==> src/rtl/core/assert_macros.svh <==
// Assertion macros shared by the RTL. Define NO_ASSERTIONS to drop them.
`ifndef ASSERT_MACROS_SVH
`define ASSERT_MACROS_SVH

`ifndef NO_ASSERTIONS

// Same-cycle implication, checked outside reset.
`define ASSERT_IMPLIES(label, clk, rst_n, lhs, rhs) \
  label: assert property (@(posedge clk) disable iff (!rst_n) (lhs) |-> (rhs)) \
    else $error("assertion failed: same-cycle implication");

// Next-cycle implication, checked outside reset.
`define ASSERT_NEXT(label, clk, rst_n, lhs, rhs) \
  label: assert property (@(posedge clk) disable iff (!rst_n) (lhs) |=> (rhs)) \
    else $error("assertion failed: next-cycle implication");

`else

`define ASSERT_IMPLIES(label, clk, rst_n, lhs, rhs)
`define ASSERT_NEXT(label, clk, rst_n, lhs, rhs)

`endif

`endif

==> src/rtl/core/swag_pkg.sv <==
package swag_pkg;

  // Field and register widths
  localparam int unsigned ImgW     = 8;
  localparam int unsigned KerW     = 4;
  localparam int unsigned CfgAddrW = 2;
  localparam int unsigned CfgDataW = 8;

  // Configuration register indexes
  typedef enum logic [CfgAddrW-1:0] {
    RegImageSize  = 2'd0,
    RegKernelSize = 2'd1,
    RegStride     = 2'd2
  } cfg_reg_e;

  // Reset values of the configuration registers
  localparam logic [ImgW-1:0] ImageSizeRst  = 8'd8;
  localparam logic [KerW-1:0] KernelSizeRst = 4'd3;
  localparam logic [KerW-1:0] StrideRst     = 4'd1;

endpackage

==> src/rtl/core/sliding_window_address_gen.sv <==
// Result valid rises on the output register in the cycle after an input transfer.
// Throughput: 1 item per cycle while the receiver is ready; the position counters and the index multiply
// sit between the counter registers and the result register.
// Reset: asynchronous, active low; counters clear to the origin, registers
// return to image_size 8, kernel_size 3, stride 1, and the output goes empty.
module sliding_window_address_gen #(
  parameter int unsigned INDEX_WIDTH = 16
) (
  input  logic                          clk_i,
  input  logic                          rst_ni,
  // configuration write port
  input  logic                          cfg_we_i,
  input  logic [swag_pkg::CfgAddrW-1:0] cfg_idx_i,
  input  logic [swag_pkg::CfgDataW-1:0] cfg_data_i,
  // input channel
  input  logic                          in_valid_i,
  output logic                          in_ready_o,
  input  logic                          restart_i,
  // result channel
  output logic                          out_valid_o,
  input  logic                          out_ready_i,
  output logic [INDEX_WIDTH-1:0]        element_index_o,
  output logic                          window_done_o,
  output logic                          sweep_done_o,
  output logic                          size_error_o
);
  import swag_pkg::*;

  `include "assert_macros.svh"

  // Product width: row sum (9 bits) times image size (8 bits) plus column sum
  localparam int unsigned ProdW = 18;
  localparam int unsigned CalcW = (INDEX_WIDTH > ProdW) ? INDEX_WIDTH : ProdW;

  // Configuration registers
  logic [ImgW-1:0] image_size_q;
  logic [KerW-1:0] kernel_size_q;
  logic [KerW-1:0] stride_q;

  // Sweep position
  logic [ImgW-1:0] win_row_q, win_row_d;
  logic [ImgW-1:0] win_col_q, win_col_d;
  logic [KerW-1:0] ker_row_q, ker_row_d;
  logic [KerW-1:0] ker_col_q, ker_col_d;

  // Result register
  logic                   out_valid_q;
  logic [INDEX_WIDTH-1:0] index_q, index_d;
  logic                   win_done_q, win_done_d;
  logic                   swp_done_q, swp_done_d;
  logic                   size_err_q, size_err_d;

  logic in_xfer;

  // Take a new item whenever the result register is empty or drains this cycle
  assign in_ready_o = !out_valid_q || out_ready_i;
  assign in_xfer    = in_valid_i && in_ready_o;

  // Configuration writes; indexes beyond the list are dropped
  always_ff @(posedge clk_i or negedge rst_ni) begin
    if (!rst_ni) begin
      image_size_q  <= ImageSizeRst;
      kernel_size_q <= KernelSizeRst;
      stride_q      <= StrideRst;
    end else if (cfg_we_i) begin
      case (cfg_reg_e'(cfg_idx_i))
        RegImageSize:  image_size_q  <= cfg_data_i[ImgW-1:0];
        RegKernelSize: kernel_size_q <= cfg_data_i[KerW-1:0];
        RegStride:     stride_q      <= cfg_data_i[KerW-1:0];
        default: ;
      endcase
    end
  end

  // Position and result computation
  logic [KerW-1:0]  k_eff, s_eff;
  logic             too_big, stale;
  logic [ImgW-1:0]  wr0, wc0, wr1, wc1;
  logic [KerW-1:0]  kr0, kc0, kr1, kc1;
  logic [CalcW-1:0] row_sum, col_sum, idx_full;
  logic [9:0]       col_next_end, row_next_end;

  always_comb begin
    // A zero kernel size or stride behaves as one
    k_eff = (kernel_size_q == '0) ? KerW'(1) : kernel_size_q;
    s_eff = (stride_q == '0) ? KerW'(1) : stride_q;

    // Restart clears the position before anything else
    wr0 = restart_i ? '0 : win_row_q;
    wc0 = restart_i ? '0 : win_col_q;
    kr0 = restart_i ? '0 : ker_row_q;
    kc0 = restart_i ? '0 : ker_col_q;

    too_big = {4'b0, k_eff} > image_size_q;

    // Position left invalid by a register change: start over at the origin
    stale = ({1'b0, wr0} + 9'(k_eff) > {1'b0, image_size_q}) ||
            ({1'b0, wc0} + 9'(k_eff) > {1'b0, image_size_q}) ||
            (kr0 >= k_eff) || (kc0 >= k_eff);

    wr1 = stale ? '0 : wr0;
    wc1 = stale ? '0 : wc0;
    kr1 = stale ? '0 : kr0;
    kc1 = stale ? '0 : kc0;

    row_sum  = CalcW'(wr1) + CalcW'(kr1);
    col_sum  = CalcW'(wc1) + CalcW'(kc1);
    idx_full = row_sum * CalcW'(image_size_q) + col_sum;

    col_next_end = 10'(wc1) + 10'(s_eff) + 10'(k_eff);
    row_next_end = 10'(wr1) + 10'(s_eff) + 10'(k_eff);

    win_row_d  = wr1;
    win_col_d  = wc1;
    ker_row_d  = kr1;
    ker_col_d  = kc1;
    swp_done_d = 1'b0;

    // Advance kernel column, then kernel row, then window across and down
    if ({1'b0, kc1} + 5'd1 < {1'b0, k_eff}) begin
      ker_col_d = kc1 + KerW'(1);
    end else begin
      ker_col_d = '0;
      if ({1'b0, kr1} + 5'd1 < {1'b0, k_eff}) begin
        ker_row_d = kr1 + KerW'(1);
      end else begin
        ker_row_d = '0;
        if (col_next_end <= 10'(image_size_q)) begin
          win_col_d = ImgW'(10'(wc1) + 10'(s_eff));
        end else begin
          win_col_d = '0;
          if (row_next_end <= 10'(image_size_q)) begin
            win_row_d = ImgW'(10'(wr1) + 10'(s_eff));
          end else begin
            win_row_d  = '0;
            swp_done_d = 1'b1;
          end
        end
      end
    end

    index_d    = idx_full[INDEX_WIDTH-1:0];
    win_done_d = (kr1 == k_eff - KerW'(1)) && (kc1 == k_eff - KerW'(1));
    size_err_d = 1'b0;

    // Kernel larger than image: flag it, emit zero, hold the (restarted) position
    if (too_big) begin
      win_row_d  = wr0;
      win_col_d  = wc0;
      ker_row_d  = kr0;
      ker_col_d  = kc0;
      index_d    = '0;
      win_done_d = 1'b0;
      swp_done_d = 1'b0;
      size_err_d = 1'b1;
    end
  end

  // Advance the position on every input transfer
  always_ff @(posedge clk_i or negedge rst_ni) begin
    if (!rst_ni) begin
      win_row_q <= '0;
      win_col_q <= '0;
      ker_row_q <= '0;
      ker_col_q <= '0;
    end else if (in_xfer) begin
      win_row_q <= win_row_d;
      win_col_q <= win_col_d;
      ker_row_q <= ker_row_d;
      ker_col_q <= ker_col_d;
    end
  end

  // Result valid: set on input transfer, drop once the result transfers out
  always_ff @(posedge clk_i or negedge rst_ni) begin
    if (!rst_ni) begin
      out_valid_q <= 1'b0;
    end else if (in_xfer) begin
      out_valid_q <= 1'b1;
    end else if (out_ready_i) begin
      out_valid_q <= 1'b0;
    end
  end

  // Result payload; hold while stalled
  always_ff @(posedge clk_i) begin
    if (in_xfer) begin
      index_q    <= index_d;
      win_done_q <= win_done_d;
      swp_done_q <= swp_done_d;
      size_err_q <= size_err_d;
    end
  end

  assign out_valid_o     = out_valid_q;
  assign element_index_o = index_q;
  assign window_done_o   = win_done_q;
  assign sweep_done_o    = swp_done_q;
  assign size_error_o    = size_err_q;

  // The last element of the sweep always closes a window
  `ASSERT_IMPLIES(a_sweep_closes_window, clk_i, rst_ni, out_valid_o && sweep_done_o, window_done_o)
  // An oversized kernel yields index zero and no done flags
  `ASSERT_IMPLIES(a_err_zero, clk_i, rst_ni, out_valid_o && size_error_o, (element_index_o == '0) && !window_done_o && !sweep_done_o)
  // Every input transfer shows up as a valid result in the next cycle
  `ASSERT_NEXT(a_xfer_to_result, clk_i, rst_ni, in_valid_i && in_ready_o, out_valid_o)

endmodule

==> config.mk <==
export PLATFORM = sky130hd
export DESIGN_NAME = sliding_window_address_gen
export DESIGN_NICKNAME = d
export VERILOG_FILES = /design/src/rtl/core/swag_pkg.sv /design/src/rtl/core/sliding_window_address_gen.sv
export VERILOG_INCLUDE_DIRS = /design/src /design/src/rtl/core
export SDC_FILE = /design/constraint.sdc
export NUM_CORES = 1
export LEC_CHECK = 0
export BUFFER_PORTS_ARGS = -buffer_cell sky130_fd_sc_hd__buf_4
export CORE_MARGIN = 2
export CORE_UTILIZATION = 38
export DETAILED_ROUTE_END_ITERATION = 6
export SLEW_MARGIN = 20
export SYNTH_ARGS = -nofsm -noshare
export SYNTH_HDL_FRONTEND = slang
export SYNTH_SLANG_ARGS = --single-unit
==> constraint.sdc <==
create_clock -name clk_i -period 8.92 [get_ports clk_i]
set_clock_uncertainty 0.05 [all_clocks]
set_input_delay 0.446 -clock clk_i [delete_from_list [all_inputs] [get_ports clk_i]]
set_output_delay 0.446 -clock clk_i [all_outputs]
set_load 0.02 [all_outputs]
# Word level (Yosys, flattened, before mapping)
# Index checks and enable logic that the tools add are counted.
[totals]
regBits = 60
in_bits = 16
out_inout_bits = 21
elab_cells = 83
[classes]
add_sub_neg = 14
n_mul = 1
magnitude_cmp = 9
eq_ne = 4
muxes = 28
n_reduce_logical = 15
[op_table]
columns = ["cell", "count"]
rows = [
  ["$mux W8", 13],
  ["$add A8 B4 Y9", 6],
  ["$mux W4", 11],
  ["$add A10 B4 Y10", 2],
  ["$le A10 B8 Y1", 2],
  ["$gt A9 B8 Y1", 2],
  ["$add A16 B9 Y16", 1],
  ["$mul A9 B8 Y16", 1],
  ["$add A4 B1 Y5 const B", 2],
  ["$lt A5 B4 Y1", 2],
  ["$add A4 B1 Y4 const B", 2],
  ["$eq A4 B4 Y1", 2],
  ["$ge A4 B4 Y1", 2],
  ["$gt A4 B8 Y1", 1],
  ["$logic_not A4 Y1", 2],
  ["$reduce_and A2 Y1", 3],
  ["$logic_or A1 B1 Y1", 4],
  ["$mux W1", 4],
  ["$reduce_or A4 Y1", 1],
  ["$sub A4 B1 Y4 const B", 1],
  ["$eq A2 B1 Y1 const B", 1],
  ["$eq A2 B2 Y1 const B", 1],
  ["$logic_and A1 B1 Y1", 2],
  ["$logic_not A2 Y1", 1],
  ["2 further kinds", 2],
]

# Depth between registers and ports, before layout
[depth]
depth_word = 16
mapped_depth = 49
depth_no_buf = 48

# Worst setup path after synthesis
# Ideal clock, no wire load.
[synth_timing]
path_type = "input to register"
start = "input port restart_i"
end = "register index_q[15] (netlist: element_index_o[15]), data pin"
setup_time_ns = 0.266
arrival_ns = 9.799
required_ns = 8.604
slack_ns = -1.195
cell_stages = 47
path_buffers = 5
cell_sequence = "buf_4 buf_2 buf_1 buf_1 nor2b_1 xnor2_1 ha_1 a21oi_1 or3_1 o211ai_1 a21oi_1 nor2_1 xnor2_1 nor2_1 ha_1 nand4_1 a21oi_1 o31a_1 [... 11 more ...] xnor2_1 nor2_1 nand2_1 fa_1 inv_1 fa_1 fa_1 fa_1 ha_1 ha_1 a21oi_1 o21ai_0 a211oi_1 o21bai_1 a21oi_1 o21ai_0 xnor2_1 nor2_1"
[synth_via]
elab_chain_cells = 10
elab_cells_between_ends = 21
classes_between = "add/sub (5); mul (1); order compare (4); mux (8); reduce/logical (3)"
[synth_rtl]
columns = ["item", "line_no", "source"]
rows = [
  ["start: declaration", "sliding_window_address_gen.sv:18", "input logic restart_i,"],
  ["$mux W8, on equally long branches", "sliding_window_address_gen.sv:89, sliding_window_address_gen.sv:90", ""],
  ["$add A8 B4 Y9, on equally long branches", "sliding_window_address_gen.sv:97, sliding_window_address_gen.sv:98", ""],
  ["$gt A9 B8 Y1, on equally long branches", "sliding_window_address_gen.sv:97, sliding_window_address_gen.sv:98", ""],
  ["$logic_or A1 B1 Y1", "sliding_window_address_gen.sv:97", "stale = ({1'b0, wr0} + 9'(k_eff) > {1'b0, image_size_q}) ||"],
  ["$logic_or A1 B1 Y1", "sliding_window_address_gen.sv:98", "({1'b0, wc0} + 9'(k_eff) > {1'b0, image_size_q}) ||"],
  ["$logic_or A1 B1 Y1", "sliding_window_address_gen.sv:99", "(kr0 >= k_eff) || (kc0 >= k_eff);"],
  ["$mux W8 or $mux W4 (tied branches)", "sliding_window_address_gen.sv:101, sliding_window_address_gen.sv:103", ""],
  ["$add A8 B4 Y9", "sliding_window_address_gen.sv:106", "row_sum = CalcW'(wr1) + CalcW'(kr1);"],
  ["$mul A9 B8 Y16", "sliding_window_address_gen.sv:108", "idx_full = row_sum * CalcW'(image_size_q) + col_sum;"],
  ["$add A16 B9 Y16 (*)", "sliding_window_address_gen.sv:108", ""],
  ["end signal: assignment", "sliding_window_address_gen.sv:188", "index_q <= index_d;"],
  ["end: declaration", "sliding_window_address_gen.sv:48", "logic [INDEX_WIDTH-1:0] index_q, index_d;"],
]
# Mark *: on every way between the ends. The rest lies on a longest branch, timed or not.
# A chain may end at the register's enable or synchronous reset.

# Worst setup path after layout
[layout_timing]
start = "register kernel_size_q[1]"
end = "register index_q[13] (netlist: element_index_o[13]), data pin"
[layout_via]
elab_chain_cells = 11
elab_cells_between_ends = 20
classes_between = "add/sub (5); mul (1); order compare (5); mux (5); reduce/logical (4)"
[layout_rtl]
columns = ["item", "line_no", "source"]
rows = [
  ["start: declaration", "sliding_window_address_gen.sv:37", "logic [KerW-1:0] kernel_size_q;"],
  ["start signal: assignment", "sliding_window_address_gen.sv:63", "kernel_size_q <= KernelSizeRst;"],
  ["start signal: assignment", "sliding_window_address_gen.sv:68", "RegKernelSize: kernel_size_q <= cfg_data_i[KerW-1:0];"],
  ["$logic_not A4 Y1", "sliding_window_address_gen.sv:85", "k_eff = (kernel_size_q == '0) ? KerW'(1) : kernel_size_q;"],
  ["$mux W4 (*)", "sliding_window_address_gen.sv:85", ""],
  ["$add A8 B4 Y9, on equally long branches", "sliding_window_address_gen.sv:97, sliding_window_address_gen.sv:98", ""],
  ["$gt A9 B8 Y1, on equally long branches", "sliding_window_address_gen.sv:97, sliding_window_address_gen.sv:98", ""],
  ["$logic_or A1 B1 Y1", "sliding_window_address_gen.sv:97", ""],
  ["$logic_or A1 B1 Y1", "sliding_window_address_gen.sv:98", ""],
  ["$logic_or A1 B1 Y1", "sliding_window_address_gen.sv:99", ""],
  ["$mux W8 or $mux W4 (tied branches)", "sliding_window_address_gen.sv:101, sliding_window_address_gen.sv:103", ""],
  ["$add A8 B4 Y9", "sliding_window_address_gen.sv:106", ""],
  ["$mul A9 B8 Y16", "sliding_window_address_gen.sv:108", ""],
  ["$add A16 B9 Y16", "sliding_window_address_gen.sv:108", ""],
]
# Marked as above.

==> results by stage <==
Clocking:
- CTS built an H-tree with a depth of 3.
- Counting along the longest clock path gives a buffer depth of 2.
- At the later pin of the worst-skew pair, clock insertion delay measures 0.35 ns.
- The clock slew at the register clock pins of the worst setup and hold paths is 0.06 ns.
- The total number of clock tree sinks is 60.
- In this run the clock root is driven by a sky130_fd_sc_hd__clkbuf_16.
- TritonCTS built the clock tree.
- The number of clock buffers added by TritonCTS is 9.

Pwr:
- Dividing total power by cell area gives a power density of 151 nW/um2.
- For this design the static power due to leakage is 5.06 nW.
- The maximum ir drop on the vdd rail is 0.110 mV.

STA:
- Of the available clock period, the critical path in the final layout requires 1.02.
- For the pin with the worst max-slew slack, the measured transition is 1.05 ns.
- In this run the tightest slew margin relative to its limit is 0.299.
- The upper clock frequency limit is 0.109 GHz.
- The final number of hold-violating endpoints was 0.
- The number of pins exceeding their max-slew limit in the final report is 0.
- Setup repair after global routing could not meet its margin everywhere.
- The worst-case setup margin in the final layout is -0.216 ns.
- The worst hold slack across all endpoints is 0.0604 ns.
- The setup TNS is -0.496 ns.
- Setup violations remaining at the end of the flow were counted as 4.
- The minimum clock period after layout is 9.14 ns.

GRT:
- In the global route stage, overall resource usage came out at 0.221.
- The total overflow left after global routing is 0.
- The first global-routing pass estimated 40300 um of wire.
- The number of antenna violations at the first check in global routing was 0.
- The number of global-route vias before repair is 7542.
- Entering global routing, the biggest net connects 42 pins.

Yosys:
- The number of distinct standard cells referenced by the synthesized netlist is 77.
- The net count after synthesis is 1131.
- The total number of yosys warnings is 0.
- After synthesis, the cell types taking the most area are sky130_fd_sc_hd__ha_1 18%, sky130_fd_sc_hd__fa_1 13%, sky130_fd_sc_hd__dfrtp_1 11%.
- The leading register cell type out of synthesis is sky130_fd_sc_hd__dfrtp_1.
- After synthesis, the share of flip-flops with an asynchronous set or reset is 0.683.
- Summed over all instances, the cell type with the most area after synthesis is sky130_fd_sc_hd__ha_1.
- Counting every instance in the synthesized netlist gives 941.
- In this run the cell area of the synthesized design comes to 8300 um2.
- The number of flip-flops and latches in the synthesized netlist is 60.
- Yosys mapped a number of flops with a built-in enable equal to 19.
- The mean area per synthesized cell is 8.82 um2.
- The sequential area share after synthesis is 0.193.
- The area fraction of the dominant cell type after synthesis is 0.182.

Final layout:
- From synthesis to final layout, the design area changed by 28.2%.
- The share of cells above drive strength 1 is 0.277.
- In the layout the commonest cells are 167 x sky130_fd_sc_hd__buf_4, 106 x sky130_fd_sc_hd__ha_1, 95 x sky130_fd_sc_hd__nand2_1.
- Summing all multi-input logic gate instances after layout gives 6750 um2.
- The repair_antennas step left the layout with diodes totalling 0.
- The area used by sequential logic in the layout is 1600 um2.
- In the final design database the tool counted 1281 nets.
- The final-layout fill cell count is 2070.
- Summing all non-filler instances in the final layout gives an area of 10600 um2.
- The leading cell type in the layout, fill and taps excluded is sky130_fd_sc_hd__buf_4.

Place:
- After detailed placement, the total cell area comes to 9780 um2.
- The count of buffers added on input and output ports is 36.
- Timing analysis after detailed placement gives a worst setup slack of -0.627 ns.
- Summed over all nets, the half-perimeter wirelength after detailed placement is 19500 um.
- The congestion estimate from routability-driven global placement came to 0.968.

Setup path:
- The kind of start point of the critical path is a register.
- The number of cells on the worst reg-to-reg path is 43.
- The arrival time reported for the critical path endpoint is 9.16 ns.
- The worst register-to-register path has a setup slack of -0.22 ns.
- The cell with the largest stage delay on the worst path is sky130_fd_sc_hd__fa_1.
- The delay of the slowest cell on the worst path is 0.58 ns.
- The worst setup path category is register to register.
- The endpoint of the most critical register-to-register path is element_index_o[13]$_SDFFCE_PP0P_.
- STA classifies the critical path endpoint as a register.
- The startpoint identified for the worst register-to-register timing path is kernel_size_q[1]$_DFFE_PN1P_.
- The required time at the endpoint of the critical path is 8.95 ns.
- The maximum fanout along the worst path is 6.

Detailed routing:
- The length of the first detailed-routing pass in iterations is 5.
- The routed layout has 7526 vias.
- The average detailed-routed wire length per instance is 18.3 um.
- The number of vias per cell is 5.47.
- The final antenna-violating net count is 0.
- The DRC marker count from the first detailed-route iteration is 524.
- After detailed routing, the total wire length is 25200 um.
- In the routed design, unresolved DRC markers number 0.

Outcome:
- The checks that failed: setup timing.
- The flow ran to the end, but the final reports show violations.

Worst hold path:
- The path type of the worst min-delay path is primary input to async pin.

Floorplan:
- The number of cell rows is 54.
- After floorplanning, the core was sized to cover 21600 um2.
- The die outline area is 23100 um2.
- From left edge to right edge, the die measures 152 um.
- Pin placement for this block handled 37 I/O pins.
- The initial utilization of the core area, before any placement, comes to 0.384.
- The height of the die is 152 um.

Run:
- The number of maximum-capacitance constraint violations is 0.
metal layers:
metal | up-vias | share of wire | GRT usage
li1 | 3589 | - | -
met1 | 3658 | 0.44 | 0.280
met2 | 215 | 0.48 | 0.372
met3 | 64 | 0.054 | 0.0408
met4 | 0 | 0.035 | 0.0881
met5 | - | 0 | 0
cells in the mapped netlist (3+ instances only):
cell type and number:
sky130_fd_sc_hd__nand3b_1 5, sky130_fd_sc_hd__o2111ai_1 3, sky130_fd_sc_hd__nor4b_1 3, sky130_fd_sc_hd__edfxtp_1 19
sky130_fd_sc_hd__nor4_1 5, sky130_fd_sc_hd__and3_1 10, sky130_fd_sc_hd__o21ai_1 4, sky130_fd_sc_hd__ha_1 121
sky130_fd_sc_hd__or3_1 3, sky130_fd_sc_hd__o21ai_0 29, sky130_fd_sc_hd__maj3_1 7, sky130_fd_sc_hd__buf_2 5
sky130_fd_sc_hd__a31oi_1 8, sky130_fd_sc_hd__xnor2_1 43, sky130_fd_sc_hd__o211ai_1 6, sky130_fd_sc_hd__and2_1 30
sky130_fd_sc_hd__fa_1 53, sky130_fd_sc_hd__nand3_1 18, sky130_fd_sc_hd__a22o_1 6, sky130_fd_sc_hd__dfrtp_1 37
sky130_fd_sc_hd__nand2_1 98, sky130_fd_sc_hd__o21a_1 5, sky130_fd_sc_hd__nor2b_1 14, sky130_fd_sc_hd__mux2_2 9
sky130_fd_sc_hd__dfstp_2 4, sky130_fd_sc_hd__xor2_1 28, sky130_fd_sc_hd__nand4_1 12, sky130_fd_sc_hd__nand2b_1 4
sky130_fd_sc_hd__a32o_1 6, sky130_fd_sc_hd__maj3_2 4, sky130_fd_sc_hd__o21bai_1 4, sky130_fd_sc_hd__o311ai_1 5
sky130_fd_sc_hd__a21oi_1 46, sky130_fd_sc_hd__clkbuf_1 21, sky130_fd_sc_hd__inv_1 74, sky130_fd_sc_hd__o22ai_1 5
sky130_fd_sc_hd__a21o_1 11, sky130_fd_sc_hd__inv_2 5, sky130_fd_sc_hd__or2_2 5, sky130_fd_sc_hd__a211oi_1 5
sky130_fd_sc_hd__mux2i_1 7, sky130_fd_sc_hd__nor2_1 75, sky130_fd_sc_hd__buf_1 5, sky130_fd_sc_hd__nor3_1 30
final cells by class:
| type | count | share of cell area |
|---|---|---|
| multi-input cells | 768 | 0.634 |
| flip-flops and latches | 60 | 0.150 |
| repair buffers | 172 | 0.124 |
| well taps | 280 | 0.0329 |
| inverters | 80 | 0.0284 |
| clock buffers | 11 | 0.0248 |
| clock inverters | 5 | 0.00541 |
report_power, final:
group / internal (W) / switching [W]
combinational: 0.000371 / 0.000482
clock: 0.000241 / 0.000145
sequential: 0.000321 / 0.0000444
total: 0.000933 / 0.000671
sequential cells by signal (all words and copies together), names as in the netlist:
register,count
stride_q,4
kernel_size_q,4
ker_row_q,4
element_index_o,16
win_col_q,8
out_valid_o,1
size_error_o,1
image_size_q,8
window_done_o,1
win_row_q,8
sweep_done_o,1
ker_col_q,4
critical path, delay by kind of cell (launching register included):
| kind | cells | cell delay [ns] |
|---|---|---|
| fa+ha+maj | 9 | 3.27 |
| compound gates | 14 | 2.56 |
| simple gates | 10 | 1.24 |
| buf+inv | 6 | 0.59 |
| flops | 1 | 0.56 |
| xor+xnor | 4 | 0.56 |
cells by family after synthesis:
logic type	after synthesis	share of synthesized area
flops	60	0.193
fa+ha+maj	185	0.324
simple gates	328	0.197
buf+inv	113	0.0527
xor+xnor	71	0.0749
compound gates	167	0.136
mux	17	0.0225
repair_timing:
item                       CTS  global route
pin swaps                   48            34
setup buffers               33             6
setup endpoints to repair    9            10
hold buffers                 0             0
resized for setup           32            19
metrics by stage:
| stage | std cells | power [W] | utilization |
|---|---|---|---|
| floorplan | 941 | 0.000867 | - |
| global placement | 1321 | 0.00113 | 0.452 |
| detailed placement | 1321 | 0.00113 | 0.452 |
| CTS | 1370 | 0.00159 | 0.486 |
| global route | 1376 | 0.00171 | 0.492 |
| finish | 1376 | 0.00160 | 0.492 |
how the worst max path moves through the flow:
| stage | slack, ns | start | endpoint |
|---|---|---|---|
| after detailed placement | -0.63 | kernel_size_q[1]$_DFFE_PN1P_ | element_index_o[15]$_SDFFCE_PP0P_ |
| after global routing | -0.60 | kernel_size_q[2]$_DFFE_PN0P_ | element_index_o[13]$_SDFFCE_PP0P_ |
| after global placement | -0.62 | kernel_size_q[1]$_DFFE_PN1P_ | element_index_o[15]$_SDFFCE_PP0P_ |
| final | -0.22 | kernel_size_q[1]$_DFFE_PN1P_ | element_index_o[13]$_SDFFCE_PP0P_ |
| after floorplan | -0.12 | restart_i | element_index_o[15]$_SDFFCE_PP0P_ |
| after CTS | -0.15 | kernel_size_q[1]$_DFFE_PN1P_ | element_index_o[15]$_SDFFCE_PP0P_ |
Note: power is estimated with default switching activity, not from simulation.
